===== config.mk =====
export PLATFORM = sky130hd
export DESIGN_NAME = sync_frame_iq_deframer_unit
export DESIGN_NICKNAME = d
export VERILOG_FILES = /design/src/sfd_pkg.sv /design/src/sync_frame_iq_deframer_unit.sv /design/src/sfd_cfg_regs.sv /design/src/sfd_parser.sv /design/src/sfd_result_reg.sv
export SDC_FILE = /design/constraint.sdc
export NUM_CORES = 1
export LEC_CHECK = 0
export ABC_AREA = 1
export CAP_MARGIN = 0
export CELL_PAD_IN_SITES_DETAIL_PLACEMENT = 1
export CELL_PAD_IN_SITES_GLOBAL_PLACEMENT = 2
export CORE_MARGIN = 10
export CORE_UTILIZATION = 40
export CTS_CLUSTER_DIAMETER = 30
export DETAILED_ROUTE_END_ITERATION = 8
export DONT_BUFFER_PORTS = 1
export PLACE_DENSITY_LB_ADDON = 0.1
export SKIP_LAST_GASP = 1
export SLEW_MARGIN = 5
export SYNTH_ARGS = -nofsm -noshare
export SYNTH_HDL_FRONTEND = slang
export SYNTH_SLANG_ARGS = --single-unit

===== constraint.sdc =====
create_clock -name clk -period 4.7 [get_ports clk]
set_input_delay 0.47 -clock clk [delete_from_list [all_inputs] [get_ports clk]]
set_output_delay 0.47 -clock clk [all_outputs]
set_load 0.03 [all_outputs]

===== src/sfd_pkg.sv =====
package sfd_pkg;

    // frame format
    localparam logic [7:0] SYNC_BYTE     = 8'h7F;
    localparam int         CTL_FWD_BIT   = 3;
    localparam int         CTL_OVF_BIT   = 0;
    localparam int         MAX_RX        = 8;
    localparam int         IQ_BLOCK_SIZE = 1024;
    localparam int         BLK_W         = (IQ_BLOCK_SIZE > 1) ? $clog2(IQ_BLOCK_SIZE) : 1;

    // configuration register map
    localparam int         ADDR_W     = 3;
    localparam logic       REG_NUM_RX = 1'b0;
    localparam logic [3:0] NUM_RX_RST = 4'd2;

    typedef enum logic [3:0] {
        PH_SYNC0, PH_SYNC1, PH_SYNC2,
        PH_CTL0, PH_CTL1, PH_CTL2, PH_CTL3, PH_CTL4,
        PH_I0, PH_I1, PH_I2, PH_Q0, PH_Q1, PH_Q2,
        PH_MIC0, PH_MIC1
    } phase_t;

    typedef enum logic [1:0] {
        KIND_CTRL = 2'd0,
        KIND_IQ   = 2'd1,
        KIND_MIC  = 2'd2
    } kind_t;

    typedef struct packed {
        logic [2:0]  key_bits;
        logic        adc_overflow;
        logic [7:0]  rx_ver;
        logic [7:0]  tx_ver;
        logic [7:0]  usb_ver;
        logic [15:0] fwd_power;
    } status_t;

    typedef struct packed {
        kind_t              kind;
        logic [2:0]         rx_index;
        logic signed [23:0] i_sample;
        logic signed [23:0] q_sample;
        logic signed [15:0] mic_val;
        status_t            status;
        logic               block_done;
    } result_t;

    // receiver count as used by the parser: zero acts as one, clamp at MAX_RX
    function automatic logic [3:0] eff_rx(input logic [3:0] n);
        logic [3:0] r;
        r = n;
        if (r == 4'd0)
            r = 4'd1;
        if (r > 4'(MAX_RX))
            r = 4'(MAX_RX);
        return r;
    endfunction

    // sample groups per frame for a given receiver count
    function automatic logic [5:0] frame_groups(input logic [3:0] n);
        logic [2:0] idx;
        logic [5:0] g;
        idx = 3'(n - 4'd1);
        case (idx)
            3'd0:    g = 6'd63;
            3'd1:    g = 6'd36;
            3'd2:    g = 6'd25;
            3'd3:    g = 6'd19;
            3'd4:    g = 6'd15;
            3'd5:    g = 6'd13;
            3'd6:    g = 6'd11;
            default: g = 6'd10;
        endcase
        return g;
    endfunction

endpackage


===== src/sync_frame_iq_deframer_unit.sv =====
// channel   | handshake                | payload
// ----------+--------------------------+----------------------------------------
// input     | in_valid / in_stall      | rx_byte
// result    | out_valid / out_stall    | result_kind .. block_done
// config    | psel/penable/pwrite      | paddr, pwdata, prdata (num_receivers)
//
// one byte per clock while the result register is not held; a byte is registered
// in the input register and its result is loaded into the result register when consumed
// bytes that give no result pass through even while the result register is held
// reset clears the parse phase, counters, status and receiver count (to two)
// a stalled result holds the result register and back-pressures the input register
module sync_frame_iq_deframer_unit (
    input  logic                       clk,
    input  logic                       rst_n,
    input  logic                       in_valid,
    output logic                       in_stall,
    input  logic [7:0]                 rx_byte,
    output logic                       out_valid,
    input  logic                       out_stall,
    output logic [1:0]                 result_kind,
    output logic [2:0]                 receiver_index,
    output logic signed [23:0]         i_sample,
    output logic signed [23:0]         q_sample,
    output logic signed [15:0]         mic_value,
    output logic [2:0]                 key_bits,
    output logic                       adc_overflow,
    output logic [7:0]                 rx_board_version,
    output logic [7:0]                 tx_board_version,
    output logic [7:0]                 usb_board_version,
    output logic [15:0]                fwd_power_value,
    output logic                       block_done,
    input  logic                       psel,
    input  logic                       penable,
    input  logic                       pwrite,
    input  logic [sfd_pkg::ADDR_W-1:0] paddr,
    input  logic [31:0]                pwdata,
    output logic [31:0]                prdata,
    output logic                       pready
);
    import sfd_pkg::*;

    logic       in_vld_reg;
    logic       in_vld_next;
    logic [7:0] in_byte_reg;
    logic [3:0] num_rx;
    logic       consume;
    logic       emit;
    logic       res_free;
    result_t    res;
    result_t    out_res;

    // input register
    assign in_stall = in_vld_reg && !consume;

    always_comb
    begin
        in_vld_next = in_vld_reg;
        if (!in_stall)
            in_vld_next = in_valid;
    end

    always_ff @(posedge clk or negedge rst_n)
    begin
        if (!rst_n)
            in_vld_reg <= 1'b0;
        else
            in_vld_reg <= in_vld_next;
    end

    always_ff @(posedge clk)
    begin
        if (in_valid && !in_stall)
            in_byte_reg <= rx_byte;
    end

    sfd_cfg_regs u_cfg (
        .clk     (clk),
        .rst_n   (rst_n),
        .psel    (psel),
        .penable (penable),
        .pwrite  (pwrite),
        .paddr   (paddr),
        .pwdata  (pwdata),
        .prdata  (prdata),
        .pready  (pready),
        .num_rx  (num_rx)
    );

    sfd_parser u_parser (
        .clk      (clk),
        .rst_n    (rst_n),
        .in_vld   (in_vld_reg),
        .in_byte  (in_byte_reg),
        .res_free (res_free),
        .num_rx   (num_rx),
        .consume  (consume),
        .emit     (emit),
        .res      (res)
    );

    sfd_result_reg u_res (
        .clk       (clk),
        .rst_n     (rst_n),
        .load      (consume && emit),
        .res       (res),
        .out_stall (out_stall),
        .free      (res_free),
        .out_valid (out_valid),
        .out_res   (out_res)
    );

    // result fields
    assign result_kind       = out_res.kind;
    assign receiver_index    = out_res.rx_index;
    assign i_sample          = out_res.i_sample;
    assign q_sample          = out_res.q_sample;
    assign mic_value         = out_res.mic_val;
    assign key_bits          = out_res.status.key_bits;
    assign adc_overflow      = out_res.status.adc_overflow;
    assign rx_board_version  = out_res.status.rx_ver;
    assign tx_board_version  = out_res.status.tx_ver;
    assign usb_board_version = out_res.status.usb_ver;
    assign fwd_power_value   = out_res.status.fwd_power;
    assign block_done        = out_res.block_done;

    // input register only stalls while holding a byte
    a_stall_held: assert property (@(posedge clk) disable iff (!rst_n)
        in_stall |-> in_vld_reg && emit && !res_free)
        else $error("input stalled without cause");

endmodule


===== src/sfd_cfg_regs.sv =====
module sfd_cfg_regs (
    input  logic                       clk,
    input  logic                       rst_n,
    input  logic                       psel,
    input  logic                       penable,
    input  logic                       pwrite,
    input  logic [sfd_pkg::ADDR_W-1:0] paddr,
    input  logic [31:0]                pwdata,
    output logic [31:0]                prdata,
    output logic                       pready,
    output logic [3:0]                 num_rx
);
    import sfd_pkg::*;

    logic [3:0] num_rx_reg;
    logic [3:0] num_rx_next;
    logic       wr_en;

    // register write on the access phase
    assign wr_en = psel && penable && pwrite && (paddr[2] == REG_NUM_RX);

    always_comb
    begin
        num_rx_next = num_rx_reg;
        if (wr_en)
            num_rx_next = pwdata[3:0];
    end

    always_ff @(posedge clk or negedge rst_n)
    begin
        if (!rst_n)
            num_rx_reg <= NUM_RX_RST;
        else
            num_rx_reg <= num_rx_next;
    end

    // read back
    always_comb
    begin
        prdata = 32'd0;
        if (paddr[2] == REG_NUM_RX)
            prdata = {28'd0, num_rx_reg};
    end

    assign pready = 1'b1;
    assign num_rx = num_rx_reg;

endmodule


===== src/sfd_parser.sv =====
module sfd_parser (
    input  logic             clk,
    input  logic             rst_n,
    input  logic             in_vld,
    input  logic [7:0]       in_byte,
    input  logic             res_free,
    input  logic [3:0]       num_rx,
    output logic             consume,
    output logic             emit,
    output sfd_pkg::result_t res
);
    import sfd_pkg::*;

    phase_t              phase_reg;
    phase_t              phase_next;
    logic [7:0]          cb_reg [0:3];
    logic [23:0]         left_reg;
    logic [23:0]         right_reg;
    logic [7:0]          mic_hi_reg;
    logic [2:0]          grp_rx_reg;
    logic [2:0]          grp_rx_next;
    logic [5:0]          grp_frame_reg;
    logic [5:0]          grp_frame_next;
    logic [BLK_W-1:0]    grp_blk_reg;
    logic [BLK_W-1:0]    grp_blk_next;
    status_t             status_reg;
    status_t             status_next;
    logic [3:0]          n_eff;
    logic                is_sync;
    logic                grp_last;
    logic                frame_last;
    logic                blk_last;
    logic [6:0]          frame_inc;
    logic [BLK_W:0]      blk_inc;

    assign n_eff      = eff_rx(num_rx);
    assign is_sync    = (in_byte == SYNC_BYTE);
    assign grp_last   = ({1'b0, grp_rx_reg} + 4'd1) >= n_eff;
    assign frame_inc  = {1'b0, grp_frame_reg} + 7'd1;
    assign frame_last = frame_inc >= {1'b0, frame_groups(n_eff)};
    assign blk_inc    = {1'b0, grp_blk_reg} + {{BLK_W{1'b0}}, 1'b1};
    assign blk_last   = blk_inc >= (BLK_W + 1)'(IQ_BLOCK_SIZE);

    // an item without a result never waits for the result register
    assign consume = in_vld && (res_free || !emit);

    // next phase
    always_comb
    begin
        phase_next = phase_reg;
        unique case (phase_reg)
            PH_SYNC0: phase_next = is_sync ? PH_SYNC1 : PH_SYNC0;
            PH_SYNC1: phase_next = is_sync ? PH_SYNC2 : PH_SYNC0;
            PH_SYNC2: phase_next = is_sync ? PH_CTL0 : PH_SYNC0;
            PH_CTL0:  phase_next = PH_CTL1;
            PH_CTL1:  phase_next = PH_CTL2;
            PH_CTL2:  phase_next = PH_CTL3;
            PH_CTL3:  phase_next = PH_CTL4;
            PH_CTL4:  phase_next = PH_I0;
            PH_I0:    phase_next = PH_I1;
            PH_I1:    phase_next = PH_I2;
            PH_I2:    phase_next = PH_Q0;
            PH_Q0:    phase_next = PH_Q1;
            PH_Q1:    phase_next = PH_Q2;
            PH_Q2:    phase_next = grp_last ? PH_MIC0 : PH_I0;
            PH_MIC0:  phase_next = PH_MIC1;
            PH_MIC1:  phase_next = frame_last ? PH_SYNC0 : PH_I0;
            default:  phase_next = PH_SYNC0;
        endcase
    end

    // status decode on the last control byte
    always_comb
    begin
        status_next = status_reg;
        if (phase_reg == PH_CTL4)
        begin
            status_next.key_bits = cb_reg[0][2:0];
            if (!cb_reg[0][CTL_FWD_BIT])
            begin
                if (cb_reg[1][CTL_OVF_BIT])
                    status_next.adc_overflow = 1'b1;
                status_next.rx_ver  = cb_reg[2];
                status_next.tx_ver  = cb_reg[3];
                status_next.usb_ver = in_byte;
            end
            else
            begin
                status_next.fwd_power = {cb_reg[1], cb_reg[2]};
            end
        end
    end

    // counters
    always_comb
    begin
        grp_rx_next    = grp_rx_reg;
        grp_frame_next = grp_frame_reg;
        grp_blk_next   = grp_blk_reg;
        case (phase_reg)
            PH_CTL0:
            begin
                grp_rx_next    = 3'd0;
                grp_frame_next = 6'd0;
            end
            PH_Q2:
                grp_rx_next = grp_last ? 3'd0 : grp_rx_reg + 3'd1;
            PH_MIC1:
            begin
                grp_frame_next = frame_last ? 6'd0 : frame_inc[5:0];
                grp_blk_next   = blk_last ? '0 : blk_inc[BLK_W-1:0];
            end
            default:
                grp_rx_next = grp_rx_reg;
        endcase
    end

    // result outputs
    always_comb
    begin
        emit           = 1'b0;
        res            = '0;
        res.kind       = KIND_CTRL;
        res.status     = status_next;
        unique case (phase_reg)
            PH_CTL4:
                emit = 1'b1;
            PH_Q2:
            begin
                emit         = 1'b1;
                res.kind     = KIND_IQ;
                res.rx_index = grp_rx_reg;
                res.i_sample = left_reg;
                res.q_sample = {right_reg[23:8], in_byte};
            end
            PH_MIC1:
            begin
                emit           = 1'b1;
                res.kind       = KIND_MIC;
                res.mic_val    = {mic_hi_reg, in_byte};
                res.block_done = blk_last;
            end
            default:
                emit = 1'b0;
        endcase
    end

    // control state
    always_ff @(posedge clk or negedge rst_n)
    begin
        if (!rst_n)
        begin
            phase_reg     <= PH_SYNC0;
            grp_rx_reg    <= 3'd0;
            grp_frame_reg <= 6'd0;
            grp_blk_reg   <= '0;
            status_reg    <= '0;
        end
        else if (consume)
        begin
            phase_reg     <= phase_next;
            grp_rx_reg    <= grp_rx_next;
            grp_frame_reg <= grp_frame_next;
            grp_blk_reg   <= grp_blk_next;
            status_reg    <= status_next;
        end
    end

    // byte assembly
    always_ff @(posedge clk or negedge rst_n)
    begin
        if (!rst_n)
        begin
            cb_reg[0]  <= 8'd0;
            cb_reg[1]  <= 8'd0;
            cb_reg[2]  <= 8'd0;
            cb_reg[3]  <= 8'd0;
            left_reg   <= 24'd0;
            right_reg  <= 24'd0;
            mic_hi_reg <= 8'd0;
        end
        else if (consume)
        begin
            case (phase_reg)
                PH_CTL0: cb_reg[0] <= in_byte;
                PH_CTL1: cb_reg[1] <= in_byte;
                PH_CTL2: cb_reg[2] <= in_byte;
                PH_CTL3: cb_reg[3] <= in_byte;
                PH_I0:   left_reg  <= {in_byte, 16'd0};
                PH_I1:   left_reg  <= {left_reg[23:16], in_byte, 8'd0};
                PH_I2:   left_reg  <= {left_reg[23:8], in_byte};
                PH_Q0:   right_reg <= {in_byte, 16'd0};
                PH_Q1:   right_reg <= {right_reg[23:16], in_byte, 8'd0};
                PH_Q2:   right_reg <= {right_reg[23:8], in_byte};
                PH_MIC0: mic_hi_reg <= in_byte;
                default: mic_hi_reg <= mic_hi_reg;
            endcase
        end
    end

    // block counter always below the block size
    a_blk_range: assert property (@(posedge clk) disable iff (!rst_n)
        (BLK_W + 1)'(grp_blk_reg) < (BLK_W + 1)'(IQ_BLOCK_SIZE))
        else $error("block counter out of range");

    // a frame starts with a cleared group count
    a_frame_start: assert property (@(posedge clk) disable iff (!rst_n)
        consume && phase_reg == PH_CTL0 |=> grp_frame_reg == 6'd0 && grp_rx_reg == 3'd0)
        else $error("group counters not cleared at frame start");

endmodule


===== src/sfd_result_reg.sv =====
module sfd_result_reg (
    input  logic                clk,
    input  logic                rst_n,
    input  logic                load,
    input  sfd_pkg::result_t    res,
    input  logic                out_stall,
    output logic                free,
    output logic                out_valid,
    output sfd_pkg::result_t    out_res
);
    import sfd_pkg::*;

    logic    out_vld_reg;
    logic    out_vld_next;
    result_t res_reg;

    // slot can take a new transaction when empty or being drained
    assign free = !out_vld_reg || !out_stall;

    always_comb
    begin
        out_vld_next = out_vld_reg;
        if (load)
            out_vld_next = 1'b1;
        else if (!out_stall)
            out_vld_next = 1'b0;
    end

    always_ff @(posedge clk or negedge rst_n)
    begin
        if (!rst_n)
            out_vld_reg <= 1'b0;
        else
            out_vld_reg <= out_vld_next;
    end

    // payload
    always_ff @(posedge clk)
    begin
        if (load)
            res_reg <= res;
    end

    assign out_valid = out_vld_reg;
    assign out_res   = res_reg;

    // a held result is never overwritten
    a_no_overwrite: assert property (@(posedge clk) disable iff (!rst_n)
        out_vld_reg && out_stall |-> !load)
        else $error("held result overwritten");

    // block flag only on a mic result
    a_done_kind: assert property (@(posedge clk) disable iff (!rst_n)
        out_vld_reg && res_reg.block_done |-> res_reg.kind == KIND_MIC)
        else $error("block flag on a non-mic result");

endmodule


== After elaboration in Yosys (flattened, before gate mapping) ==
Cells that the tools add are included.
Word-level totals
  output and inout bits: 149
  logic and storage cells: 134
  register bits after elaboration: 271
Cells by class
  equal/unequal tests: 23
  bitwise operators: 5
  $add $sub $neg: 5
  reduce and logical (&&, ||, !) cells: 36
  order comparisons: 4
  mux-type cells: 25
Operators by type and width (count)
  case mux 24 bit (3 select lines): 2
  case mux 4 bit (16 select lines): 1
  two-way mux 44 bit: 1
  case mux 6 bit (7 select lines): 1
  == test 4 bit, second input constant: 8
  two-way mux 25 bit: 1
  AND reduction 2 bit: 9
  == test 4 x 3 -> 1 bit, second input constant: 4
  two-way mux 16 bit: 1
  two-way mux 4 bit: 4
  case mux 6 bit (2 select lines): 1
  adder 10 x 1 -> 11 bit, second input constant: 1
  >= comparator 11 bit, second input constant: 1
  two-way mux 10 bit: 1
  == test 3 bit, second input constant: 3
  == test 4 x 2 -> 1 bit, second input constant: 2
  == test 8 x 7 -> 1 bit, second input constant: 1
  logical NOT 4 bit: 2
  AND reduction 4 bit: 2
  nonzero test 2 bit: 4
  adder 6 x 1 -> 7 bit, second input constant: 1
  >= comparator 7 x 6 -> 1 bit: 1
  logical AND 1 bit: 7
  == test 3 x 2 -> 1 bit, second input constant: 2
  21 further kinds: 37

== Depth between registers and ports, before layout ==
Gate-level depths: netlist of the first run.
  word-level depth: 10
  depth in mapped cells: 20

== Modules after synthesis ==
A second synthesis of the first run with hierarchy kept.
Second synthesis, totals
  cell total of the unflattened synthesis: 1171
  area, all modules: 11543.6 µm²
By module, submodules not included
  sfd_parser: area an instance 7340.8 µm², seq. area each 3578.4 µm², times used 1, cells an instance 976
  sfd_result_reg: area an instance 3464.6 µm², seq. area each 3448.3 µm², times used 1, cells an instance 118
  sfd_cfg_regs: area an instance 440.4 µm², seq. area each 101.3 µm², times used 1, cells an instance 60
  sync_frame_iq_deframer_unit: area an instance 297.8 µm², seq. area each 265.3 µm², times used 1, cells an instance 17

== Least setup slack after synthesis of the first run ==
Ideal clock, no wire load.
  kind: reg2reg
  from: reg u_res.out_vld_reg (netlist: u_res.out_valid)
  to: reg u_res.res_reg (netlist bit u_res.out_res[0]), enable pin
  cell stages (with the launch flop): 10
  data arrival time: 3.605 ns
  required time: 4.232 ns
  slack: 0.627 ns
  path through: dfrtp_1 nand2_1 inv_1 nand3b_4 nand2_2 inv_2 buf_2 buf_2 nand2_1 inv_1
Between the ends
  longest elaborated chain between the ends: 5
Ends and longest elaborated chain
  start, declared: RTL line sfd_result_reg.sv:13  | logic out_vld_reg;
  start signal, assigned: RTL line sfd_result_reg.sv:34  | out_vld_reg <= out_vld_next;
  logical NOT 1 bit: RTL line sfd_result_reg.sv:18  | assign free = !out_vld_reg || !out_stall;
  logical OR 1 bit: RTL line sfd_result_reg.sv:18
  logical OR 1 bit: RTL line sfd_parser.sv:45  | assign consume = in_vld && (res_free || !emit);
  logical AND 1 bit: RTL line sfd_parser.sv:45
  logical AND 1 bit: RTL line sync_frame_iq_deframer_unit.sv:104  | .load (consume && emit),
  net u_res.load: RTL line sfd_result_reg.sv:4  | input logic load,
  end signal, assigned: RTL line sfd_result_reg.sv:41  | res_reg <= res;
  end, declared: RTL line sfd_result_reg.sv:15  | result_t res_reg;
The timed path passes the listed nets, and every way through them passes these cells.
A chain may end at the register's enable or synchronous reset.

== Worst setup path after layout of the first run ==
  from: reg u_cfg.num_rx_reg[1] (netlist: u_cfg.num_rx[1])
  to: reg u_parser.phase_reg[3]
Between the ends
  longest elaborated chain between the ends: 10
Ends and longest elaborated chain
  start, declared: RTL line sfd_cfg_regs.sv:15  | logic [3:0] num_rx_reg;
  start signal, assigned: RTL line sfd_cfg_regs.sv:34  | num_rx_reg <= num_rx_next;
  logical NOT 4 bit: RTL line sfd_pkg.sv:52  | if (r == 4'd0)
  two-way mux 4 bit *: RTL line sfd_pkg.sv:52
  > comparator 4 bit: RTL line sfd_pkg.sv:54  | if (r > 4'(MAX_RX))
  two-way mux 4 bit *: RTL line sfd_pkg.sv:54
  subtractor 3 x 1 -> 3 bit *: RTL line sfd_pkg.sv:63  | idx = 3'(n - 4'd1);
  == test 3 bit, or another cell as far along: RTL line sfd_pkg.sv:64  | case (idx)
  case mux 6 bit (7 select lines) *: RTL line sfd_pkg.sv:64
  >= comparator 7 x 6 -> 1 bit *: RTL line sfd_parser.sv:40  | assign frame_last = frame_inc >= {1'b0, frame_groups(n_eff)};
  two-way mux 4 bit *: RTL line sfd_parser.sv:67  | PH_MIC1: phase_next = frame_last ? PH_SYNC0 : PH_I0;
  case mux 4 bit (16 select lines) *: RTL line sfd_parser.sv:51  | unique case (phase_reg)
  end signal, assigned: RTL line sfd_parser.sv:161  | phase_reg <= phase_next;
  end, declared: RTL line sfd_parser.sv:14  | phase_t phase_reg;
Every way passes the cells marked *; elsewhere a longest branch is shown, timed or not.

==> results.py, run 1 <==
metrics = {
    "run_status": {
        "outcome": "completed",
    },
    "clock_network": {
        "htree_levels": 2,
        "cts_sinks": 271,
        "cts_tree": "done",
        "post-cts-setup-buffer-count": 0,
        "clock_path_buffers": 3,
        "cts.repair.resized": 0,
        "clk_latency_ns": 0.58,
        "clkSlewWorstSetupHoldPaths_ns": 0.05,
        "cts_made_buffers": 61,
        "clock-root-buffer": "clkbuf_16",
    },
    "die": {
        "die_width_um": 188,
        "design.die.area_um2": 35400,
        "dieHeight_um": 188,
        "ios": 199,
        "core_area_um2": 27900,
        "initial_core_util_pct": 40.5,
        "num_rows": 61,
    },
    "route": {
        "wl_mm": 29.5,
        "first_iter_violations": 435,
        "avgViaCountPerCell": 4.85,
        "ant_nets": 0,
        "first_pass_iters": 4,
        "drc": 0,
        "vias": 7716,
        "drt-wirelength-per-cell_um": 18.6,
    },
    "pwr": {
        "p_leak_nw": 5.79,
        "ir_drop_uv": 430,
        "seqPwrFrac_pct": 34.8,
        "p_int_mw": 5.72,
        "power.net_switching_mw": 1.61,
        "power.density_nw_per_um2": 528,
        "pwr-share-comb_pct": 3.9,
        "clkPwrFrac_pct": 61.3,
        "power_switching_share_pct": 22.0,
    },
    "synthesis": {
        "netlist.top_cell.by_area": "dfrtp_1",
        "yosys.cell_types.count": 35,
        "ys_ff_latch": 271,
        "synth_top_area_share_pct": 32.8,
        "synthFlopType": "dfrtp_1",
        "ys_warn_count": 0,
        "synthCells": 1119,
        "syn_area_um2": 11300,
        "syn_avg_cell_area_um2": 10.1,
        "yosysSeqAreaShare_pct": 65.5,
        "synth_area_leaders": "dfrtp_1 33%, edfxtp_1 32%, nand2_1 9.8%, o21ai_0 4.2%, nor2_1 3.9%",
        "synth_edf_count": 122,
        "ys_async_sr_fraction_pct": 55.0,
    },
    "timing": {
        "period_needed_ns": 3.39,
        "tightest_slew_ns": 0.924,
        "whs_ns": 0.0557,
        "fmax_mhz": 295,
        "relSlewSlack_pct": 38.3,
        "fin_worst_skew_ns": 0.0446,
        "period_share_pct": 72.2,
        "tns_ns": 0,
        "finalSetupViolCount": 0,
        "finalMaxSlewViolations": 0,
        "rsz0062_at_grt": "no",
        "hold_viol": 0,
    },
    "finish": {
        "largest_reg_flops": 114,
        "mostFrequentLayoutCells": "294 x nand2_1, 148 x dfrtp_1, 122 x edfxtp_1",
        "post-route-cell-area_um2": 13900,
        "layout.nets": 1228,
        "final_common_cell": "nand2_1",
        "syn2layout_area_growth_pct": 22.9,
        "drive_gt1_share_pct": 10.4,
        "n_fill_cell": 3044,
        "antenna_cells": 0,
    },
    "critical_path": {
        "cp_slowest_cell": "dfstp_2",
        "crit_fanout": 6,
        "setup.worst_path.class": "flip-flop to flip-flop",
        "cp-start-kind": "flip-flop",
        "worst_path_largest_cell_delay_ns": 0.52,
        "crit_top_cell": "nand2_1",
        "crit_arrival_ns": 3.90,
        "cp_data_required_time_ns": 5.21,
        "crit_path_end_kind": "flip-flop",
        "crit_chain": "nor2_1, o21ai_0, ha_1, xor2_1, nand2_1, o21ai_0, o211ai_1, ha_1, a21oi_1, nand3_1, nor2_1, nand2_1, nand2_1, nand2_1, nand2_1",
        "regToRegSetupSlack_ns": 1.31,
    },
    "placement": {
        "gp_congestion": 0.763,
        "io_buffers": 0,
        "placed_area_um2": 11600,
        "dp_hpwl_mm": 18.4,
    },
    "grt": {
        "overflow": 0,
        "antenna_found_initial": 1,
        "grt_pass1_vias": 8351,
        "grt_pass1_wl_mm": 47.8,
        "grt_max_degree": 150,
        "grt.total_usage_pct": 16.8,
    },
    "flow_run": {
        "max_cap_viol_count": 0,
    },
    "min_path": {
        "holdCritPathClass": "primary input to flip-flop",
    },
}
[through the flow]
stage | power, mW | cells | util (%) | setup WS, ns
finish | 7.33 | 1591 | 49.8 | 1.31
global route | 7.61 | 1591 | 49.8 | 0.786
CTS | 7.41 | 1591 | 49.8 | 1.26
detailed placement | 2.84 | 1466 | 41.5 | 1.26
global placement | 2.84 | 1466 | 41.5 | 1.29
floorplan | 2.79 | 1146 | - | 0.627
[logic make-up after synthesis]
kind of cell | share of synthesized area (%)
simple gates | 17.6
flops | 65.5
other cells | 0.0665
fa+ha+maj | 1.88
compound gates | 7.15
xor+xnor | 0.621
buf+inv | 7.25
[critical path, delay by kind of cell (launching register included)]
| kind | cells | cell delay [ns] |
|---|---|---|
| AO/OA/AOI/OAI | 4 | 0.95 |
| flip-flops | 1 | 0.52 |
| AND/OR/NAND/NOR | 8 | 0.87 |
| adder cells (fa/ha/maj) | 2 | 0.60 |
| XOR/XNOR | 1 | 0.38 |
[metal layers]
layer | GRT usage, % | vias to the layer above | share of wire [%]
met4 | 4.40 | 2 | 1.6
met2 | 27.2 | 185 | 47
li1 | - | 3697 | -
met3 | 4.60 | 41 | 5.8
met5 | 0 | - | 0.030
met1 | 21.7 | 3791 | 45
[area by class of cell]
type                       count  area (um2)  share of cell area [%]
inverter                     115         434                    3.13
clock buffer                  67        1580                    11.4
timing repair buffer          17         183                    1.32
multi-input combinational    695        3190                    23.0
clock inverter                48         631                    4.54
sequential                   271        7390                    53.3
tap                          378         473                    3.41
[path summary, 6_finish.rpt]
check | cells after the start | to | start
worst min register to register | 1 | u_parser.grp_blk_reg[8]$_DFFE_PN0P_ | u_parser.grp_blk_reg[8]$_DFFE_PN0P_
worst max-delay path | 15 | u_parser.phase_reg[3]$_DFFE_PN0P_ | u_cfg.num_rx[1]$_DFFE_PN1P_
max in group asynchronous | 2 | u_parser.status_reg[37]$_DFFE_PN0P_ | rst_n
worst max register to register | 15 | u_parser.phase_reg[3]$_DFFE_PN0P_ | u_cfg.num_rx[1]$_DFFE_PN1P_
min in group asynchronous | 2 | u_parser.left_reg[14]$_DFFE_PN0P_ | rst_n
worst min-delay path | 2 | u_cfg.num_rx[1]$_DFFE_PN1P_ | pwdata[1]
[power by group through the flow]
stage | Clock [mW] | Combinational, mW | Sequential [mW]
after detailed placement | 0 | 0.252 | 2.59
after CTS | 4.57 | 0.291 | 2.55
after floorplan | 0 | 0.207 | 2.58
after global placement | 0 | 0.247 | 2.59
after global routing | 4.73 | 0.330 | 2.56
final | 4.49 | 0.285 | 2.55
[synthesized netlist by cell type (2+ instances only)]
library cell    n
clkinv_1        2
nor2_1        118
inv_1         109
nand4_2         2
buf_4          29
inv_2           4
a31oi_1        15
nand2_1       294
dfrtp_1       148
conb_1          2
o21bai_1        3
nand3_1        47
xor2_1          7
edfxtp_1      122
o21ai_0        95
nor3_1          5
o21ai_1        28
nand4_1        12
nor2_2          2
o211ai_1        2
nand2_2         2
a21oi_1         9
buf_2          27
clkbuf_1        8
ha_1           17
[timing repair]
item,4_1_cts,5_1_grt
setup endpoints to repair,0,0
hold buffers,10,0
hold endpoints to repair,157,0
Power figures use the tool's default switching activity.
==> run 2: changes to the inputs <==
CORE_UTILIZATION = 36   (was 40)
clock period = 2.9 ns   (was 4.7 ns; I/O delays follow)
==> run 2 against run 1 <==
Effect of this change: the flow now finishes with violations (hold timing); maximum frequency rose by 30%; hold slack got worse by 0.63 ns; wire length is 3.8% higher; final area up 4.1%; non-clock buffer count increased by 15; sequential share of layout area down 2.1 points; sequential power is 62% higher; first-iteration DRC count increased by 6.2%; clock-buffer cell count is 33 higher; die area grew 9.9%; register-to-register slack worse by 1.0 ns; global-route usage shrank 0.83 points; largest cell class unchanged.
==> results.py, run 2 (synthesis results as in run 1) <==
metrics = {
    "pwr": {
        "power.net_switching_mw": 2.74,
        "power_switching_share_pct": 21.1,
        "p_leak_nw": 6.08,
        "ir_drop_uv": 441,
        "power.density_nw_per_um2": 899,
        "p_int_mw": 10.3,
        "pwr-share-comb_pct": 3.5,
        "seqPwrFrac_pct": 31.9,
        "clkPwrFrac_pct": 64.6,
    },
    "critical_path": {
        "cp_slowest_cell": "dfstp_2",
        "crit_path_end_kind": "flip-flop",
        "crit_arrival_ns": 3.09,
        "crit_fanout": 4,
        "crit_chain": "inv_1, nor2_2, inv_1, ha_1, xor2_1, nand2_1, o21ai_2, o211ai_1, ha_1, a21oi_1, nand3_1, nor2_2, buf_4, nand4_1, nand2_1",
        "setup.worst_path.class": "flip-flop to flip-flop",
        "path_buf_inv": 3,
        "worst_path_largest_cell_delay_ns": 0.52,
        "cp-start-kind": "flip-flop",
        "critPathTopFamily": "simple AND/OR/NAND/NOR gates",
        "cp_data_required_time_ns": 3.38,
    },
    "clock_network": {
        "cts_tree": "done",
        "htree_levels": 3,
        "cts_hold_buffers": 13,
        "clk_latency_ns": 0.56,
        "cts_made_buffers": 76,
        "clock_path_buffers": 3,
        "cts_sinks": 271,
        "clock-root-buffer": "clkbuf_16",
        "clkSlewWorstSetupHoldPaths_ns": 0.04,
    },
    "timing": {
        "period_needed_ns": 2.61,
        "rsz0062_at_grt": "no",
        "relSlewSlack_pct": 40.2,
        "fin_worst_skew_ns": 0.0164,
        "period_share_pct": 90.0,
        "finalSetupViolCount": 0,
        "tns_ns": 0,
        "whs_ns": -0.571,
        "finalMaxSlewViolations": 0,
        "tightest_slew_ns": 0.890,
        "hold_viol": 149,
        "fin_ws_ns": 0.290,
        "fmax_mhz": 383,
    },
    "placement": {
        "dp_slack_ns": 0.0986,
        "dp_cells": 1496,
        "io_buffers": 0,
        "gp_congestion": 0.751,
        "dp_hpwl_mm": 19.3,
    },
    "finish": {
        "fin_cells": 1651,
        "syn2layout_area_growth_pct": 28.0,
        "n_fill_cell": 3343,
        "multiInputGateArea_um2": 3220,
        "final_common_cell": "nand2_1",
        "drive_gt1_share_pct": 13.3,
        "layout.nets": 1258,
        "register_area_um2": 7400,
        "largest_reg_flops": 114,
        "utilization_pct": 47.0,
        "antenna_cells": 0,
        "mostFrequentLayoutCells": "290 x nand2_1, 146 x dfrtp_1, 122 x edfxtp_1",
    },
    "die": {
        "design.die.area_um2": 38900,
        "die_width_um": 197,
        "core_area_um2": 30700,
        "ios": 199,
        "dieHeight_um": 197,
        "initial_core_util_pct": 36.7,
        "num_rows": 64,
    },
    "route": {
        "first_iter_violations": 462,
        "drt-wirelength-per-cell_um": 18.6,
        "first_pass_iters": 4,
        "avgViaCountPerCell": 4.74,
        "vias": 7825,
        "wl_mm": 30.7,
        "ant_nets": 0,
        "drc": 0,
    },
    "grt": {
        "grt.total_usage_pct": 15.9,
        "grt_max_degree": 150,
        "antenna_found_initial": 0,
        "grt_pass1_wl_mm": 48.7,
        "overflow": 0,
        "grt_pass1_vias": 8348,
    },
    "min_path": {
        "holdCritPathClass": "primary input to asynchronous set/reset pin",
    },
    "flow_run": {
        "max_cap_viol_count": 0,
    },
    "run_status": {
        "violations": "hold timing",
        "outcome": "complete, but fails checks",
    },
}
==> run 2: through the flow <==
| step | power [mW] | cell area, um2 |
|---|---|---|
| 2_1_floorplan | 4.52 | 11400 |
| 4_1_cts | 13.2 | 14400 |
| 6_report | 13.0 | 14400 |
| 5_1_grt | 13.5 | 14400 |
| 3_3_place_gp | 4.63 | 11700 |
| 3_5_place_dp | 4.63 | 11700 |
==> run 2: final timing paths <==
check / from / cells past startpoint / endpoint / slack (ns)
setup / recovery: u_cfg.num_rx[1]$_DFFE_PN1P_ / 15 / u_parser.grp_frame_reg[3]$_DFFE_PN0P_ / 0.29
hold reg to reg: u_parser.status_reg[1]$_DFFE_PN0P_ / 2 / u_parser.status_reg[1]$_DFFE_PN0P_ / 0.48
hold / removal: rst_n / 0 / u_parser.left_reg[9]$_DFFE_PN0P_ / -0.57
setup reg to reg: u_cfg.num_rx[1]$_DFFE_PN1P_ / 15 / u_parser.grp_frame_reg[3]$_DFFE_PN0P_ / 0.29
max in group asynchronous: rst_n / 0 / u_cfg.num_rx[1]$_DFFE_PN1P_ / 3.22
min in group clk: in_valid / 2 / in_vld_reg$_DFFE_PN0N_ / 0.07
==> run 2: final cells by class <==
class | count | area share (%)
inverter | 115 | 3.03
clock inverter | 42 | 3.53
clock buffer | 100 | 14.6
tap | 396 | 3.43
sequential | 271 | 51.2
multi-input combinational | 695 | 22.3
timing repair buffer | 32 | 1.97
==> run 2: repair_timing <==
| action | 4_1_cts | 5_1_grt |
|---|---|---|
| endpoints found under the setup margin | 0 | 7 |
| hold endpoints to repair | 162 | 149 |
| buffers inserted | 0 | 0 |
| resized for setup | 0 | 8 |
==> run 2: power by group through the flow <==
stage | Sequential, mW | Clock (mW) | Combinational [mW]
after global placement | 4.20 | 0 | 0.428
after detailed placement | 4.20 | 0 | 0.433
after global routing | 4.15 | 8.81 | 0.517
after floorplan | 4.18 | 0 | 0.338
after CTS | 4.14 | 8.57 | 0.451
final | 4.14 | 8.40 | 0.453
==> run 2: routing by layer <==
metal / share of wire (%) / wire length (um) / track usage, % / vias to the layer above
li1: - / - / - / 3788
met1: 47 / 14300 / 20.8 / 3824
met2: 47 / 14300 / 24.9 / 159
met3: 4.3 / 1310 / 4.46 / 54
met4: 2.4 / 733 / 5.92 / 0
met5: 0 / 0 / 0 / -
==> run 3: changes to the inputs <==
BUFFER_PORTS_ARGS = -buffer_cell sky130_fd_sc_hd__buf_2   (was default)
CORE_UTILIZATION = 32   (was 36)
DONT_BUFFER_PORTS = default   (was 1)
==> run 3 against run 2 <==
Effect of this change: the flow now finishes without violations; via count increased by 7.1%; worst setup slack better by 0.028 ns; clock skew up 0.0013 ns; critical path depth stayed put; sequential share of layout area decreased by 2.5 points; final area up 5.0%; register-to-register slack improved by 0.03 ns; critical path type unchanged; utilization shrank 3.3 points; combinational power is 16% higher; global-route usage down 1.2 points; clock power decreased by 3.7%.
==> results.py, run 3 (synthesis results as in run 1) <==
metrics = {
    "clock_network": {
        "cts_tree": "done",
        "cts_sinks": 271,
        "cts_made_buffers": 74,
        "clkSlewWorstSetupHoldPaths_ns": 0.04,
        "htree_levels": 3,
        "post-cts-setup-buffer-count": 0,
        "clock-root-buffer": "clkbuf_16",
        "clk_latency_ns": 0.56,
        "clock_path_buffers": 3,
    },
    "placement": {
        "io_buffers": 139,
        "dp_hpwl_mm": 20.9,
        "gp_congestion": 0.749,
        "dp_cells": 1694,
    },
    "flow_run": {
        "max_cap_viol_count": 0,
    },
    "die": {
        "ios": 199,
        "die_width_um": 208,
        "dieHeight_um": 208,
        "num_rows": 68,
        "initial_core_util_pct": 32.5,
        "design.die.area_um2": 43200,
        "core_area_um2": 34700,
    },
    "timing": {
        "period_share_pct": 89.0,
        "finalMaxSlewViolations": 0,
        "fmax_mhz": 387,
        "finalSetupViolCount": 0,
        "period_needed_ns": 2.58,
        "relSlewSlack_pct": 53.5,
        "rsz0062_at_grt": "no",
        "fin_worst_skew_ns": 0.0177,
        "tightest_slew_ns": 0.697,
        "hold_viol": 0,
    },
    "critical_path": {
        "crit_arrival_ns": 3.07,
        "worst_path_largest_cell_delay_ns": 0.52,
        "setup.worst_path.class": "flip-flop to flip-flop",
        "crit_path_end_kind": "flip-flop",
        "r2r_cells": 15,
        "crit_fanout": 5,
        "cp-start-kind": "flip-flop",
        "cp_slowest_cell": "dfstp_2",
        "cp_data_required_time_ns": 3.39,
        "crit_chain": "inv_1, nor2_4, inv_1, ha_1, xor2_1, nand2_1, o21ai_2, o211ai_1, ha_1, a21oi_1, nand3_1, nor2_1, buf_4, nand4_1, nand2_1",
    },
    "finish": {
        "fin_cells": 1843,
        "largest_reg_flops": 114,
        "final_common_cell": "nand2_1",
        "drive_gt1_share_pct": 21.5,
        "mostFrequentLayoutCells": "290 x nand2_1, 146 x dfrtp_1, 138 x buf_2",
        "syn2layout_area_growth_pct": 34.4,
        "utilization_pct": 43.7,
        "antenna_cells": 0,
        "layout.nets": 1395,
    },
    "pwr": {
        "power_mw": 12.8,
        "power.density_nw_per_um2": 840,
        "pwr-share-comb_pct": 4.1,
        "power.net_switching_mw": 2.83,
        "p_int_mw": 9.93,
        "seqPwrFrac_pct": 32.5,
        "ir_drop_uv": 416,
        "p_leak_nw": 6.42,
        "power_switching_share_pct": 22.2,
        "clkPwrFrac_pct": 63.4,
    },
    "grt": {
        "gr-usage-met3_pct": 3.76,
        "antenna_found_initial": 0,
        "use_met2_pct": 24.2,
        "grt_pass1_vias": 9236,
        "grt_max_degree": 66,
        "grt.busiest_layer": "met2",
        "grt.total_usage_pct": 14.8,
        "met1_usage_pct": 18.3,
        "overflow": 0,
        "grt_pass1_wl_mm": 51.4,
    },
    "route": {
        "vias": 8381,
        "wl_mm": 32.1,
        "drt-wirelength-per-cell_um": 17.4,
        "first_pass_iters": 4,
        "drc": 0,
        "first_iter_violations": 397,
        "ant_nets": 0,
        "avgViaCountPerCell": 4.55,
    },
    "min_path": {
        "holdCritPathClass": "primary input to flip-flop",
        "holdPathStages": 3,
    },
    "run_status": {
        "outcome": "completed",
    },
}
-- run 3: changes by cell type in the layout (fill, tap and decap cells not counted), moves of 2 or more --
cell        change
clkbuf_16       -4
nor2_2          -2
buf_12          +5
inv_6           -3
clkinvlp_4      +4
buf_4           -5
buf_2         +138
clkinv_8        +2
clkbuf_8        -2
clkinv_2        -5
-- run 3: final cells by class --
class,instances,area (um2)
fill,3847,19500
sequential,271,7400
multi-input combinational,695,3220
clock buffer,94,1980
timing repair buffer,171,1050
tap,455,569
clock inverter,42,524
inverter,115,438
-- run 3: metrics by stage --
step | setup slack (ns) | cell area, um2 | TNS, ns | hold slack [ns]
finish | 0.318 | 15200 | 0 | 0.0657
global route | 0.0216 | 15200 | 0 | 0.0916
CTS | 0.00515 | 15200 | 0 | 0.0554
detailed placement | 0.0431 | 12500 | 0 | 0.355
global placement | 0.0994 | 12500 | 0 | 0.358
floorplan | -0.325 | 11400 | -37.00 | -0.00559
-- run 3: path summary, 6_finish.rpt --
kind,from,to,slack (ns)
max,u_cfg.num_rx[1]$_DFFE_PN1P_,u_parser.grp_frame_reg[3]$_DFFE_PN0P_,0.32
max in group asynchronous,rst_n,u_parser.status_reg[35]$_DFFE_PN0P_,1.81
min reg2reg,u_parser.grp_blk_reg[8]$_DFFE_PN0P_,u_parser.grp_blk_reg[8]$_DFFE_PN0P_,0.47
min in group asynchronous,rst_n,u_parser.left_reg[15]$_DFFE_PN0P_,0.31
max reg2reg,u_cfg.num_rx[1]$_DFFE_PN1P_,u_parser.grp_frame_reg[3]$_DFFE_PN0P_,0.32
min,out_stall,u_res.out_valid$_DFFE_PN0P_,0.07
-- run 3: power by group through the flow --
stage,Combinational [mW],Clock [mW],Sequential [mW]
final,0.524,8.09,4.14
after global routing,0.593,8.48,4.15
after CTS,0.524,8.25,4.14
after detailed placement,0.507,0,4.20
after global placement,0.500,0,4.20
after floorplan,0.338,0,4.18
-- run 3: what timing repair did --
item / in CTS / in global routing
setup endpoints to repair: 0 / 7
hold buffers: 13 / 0
endpoints found under the hold margin: 75 / 0
gates resized for setup: 0 / 8
-- run 3: per-layer routing --
layer / up-vias / wire length, um
met4: 0 / 791
met1: 4104 / 14400
met3: 58 / 1420
met5: - / 0
met2: 176 / 15500
li1: 4043 / -
-- run 3: critical path: cells and delay by family, from the launching register on --
| family | cells | cell delay (ns) |
|---|---|---|
| AOI/OAI and AO/OA | 3 | 0.37 |
| buffers and inverters | 3 | 0.29 |
| and+or+nand+nor | 6 | 0.60 |
| adders and majority gates | 2 | 0.52 |
| xor gates and xnor gates | 1 | 0.19 |
| DFF | 1 | 0.52 |
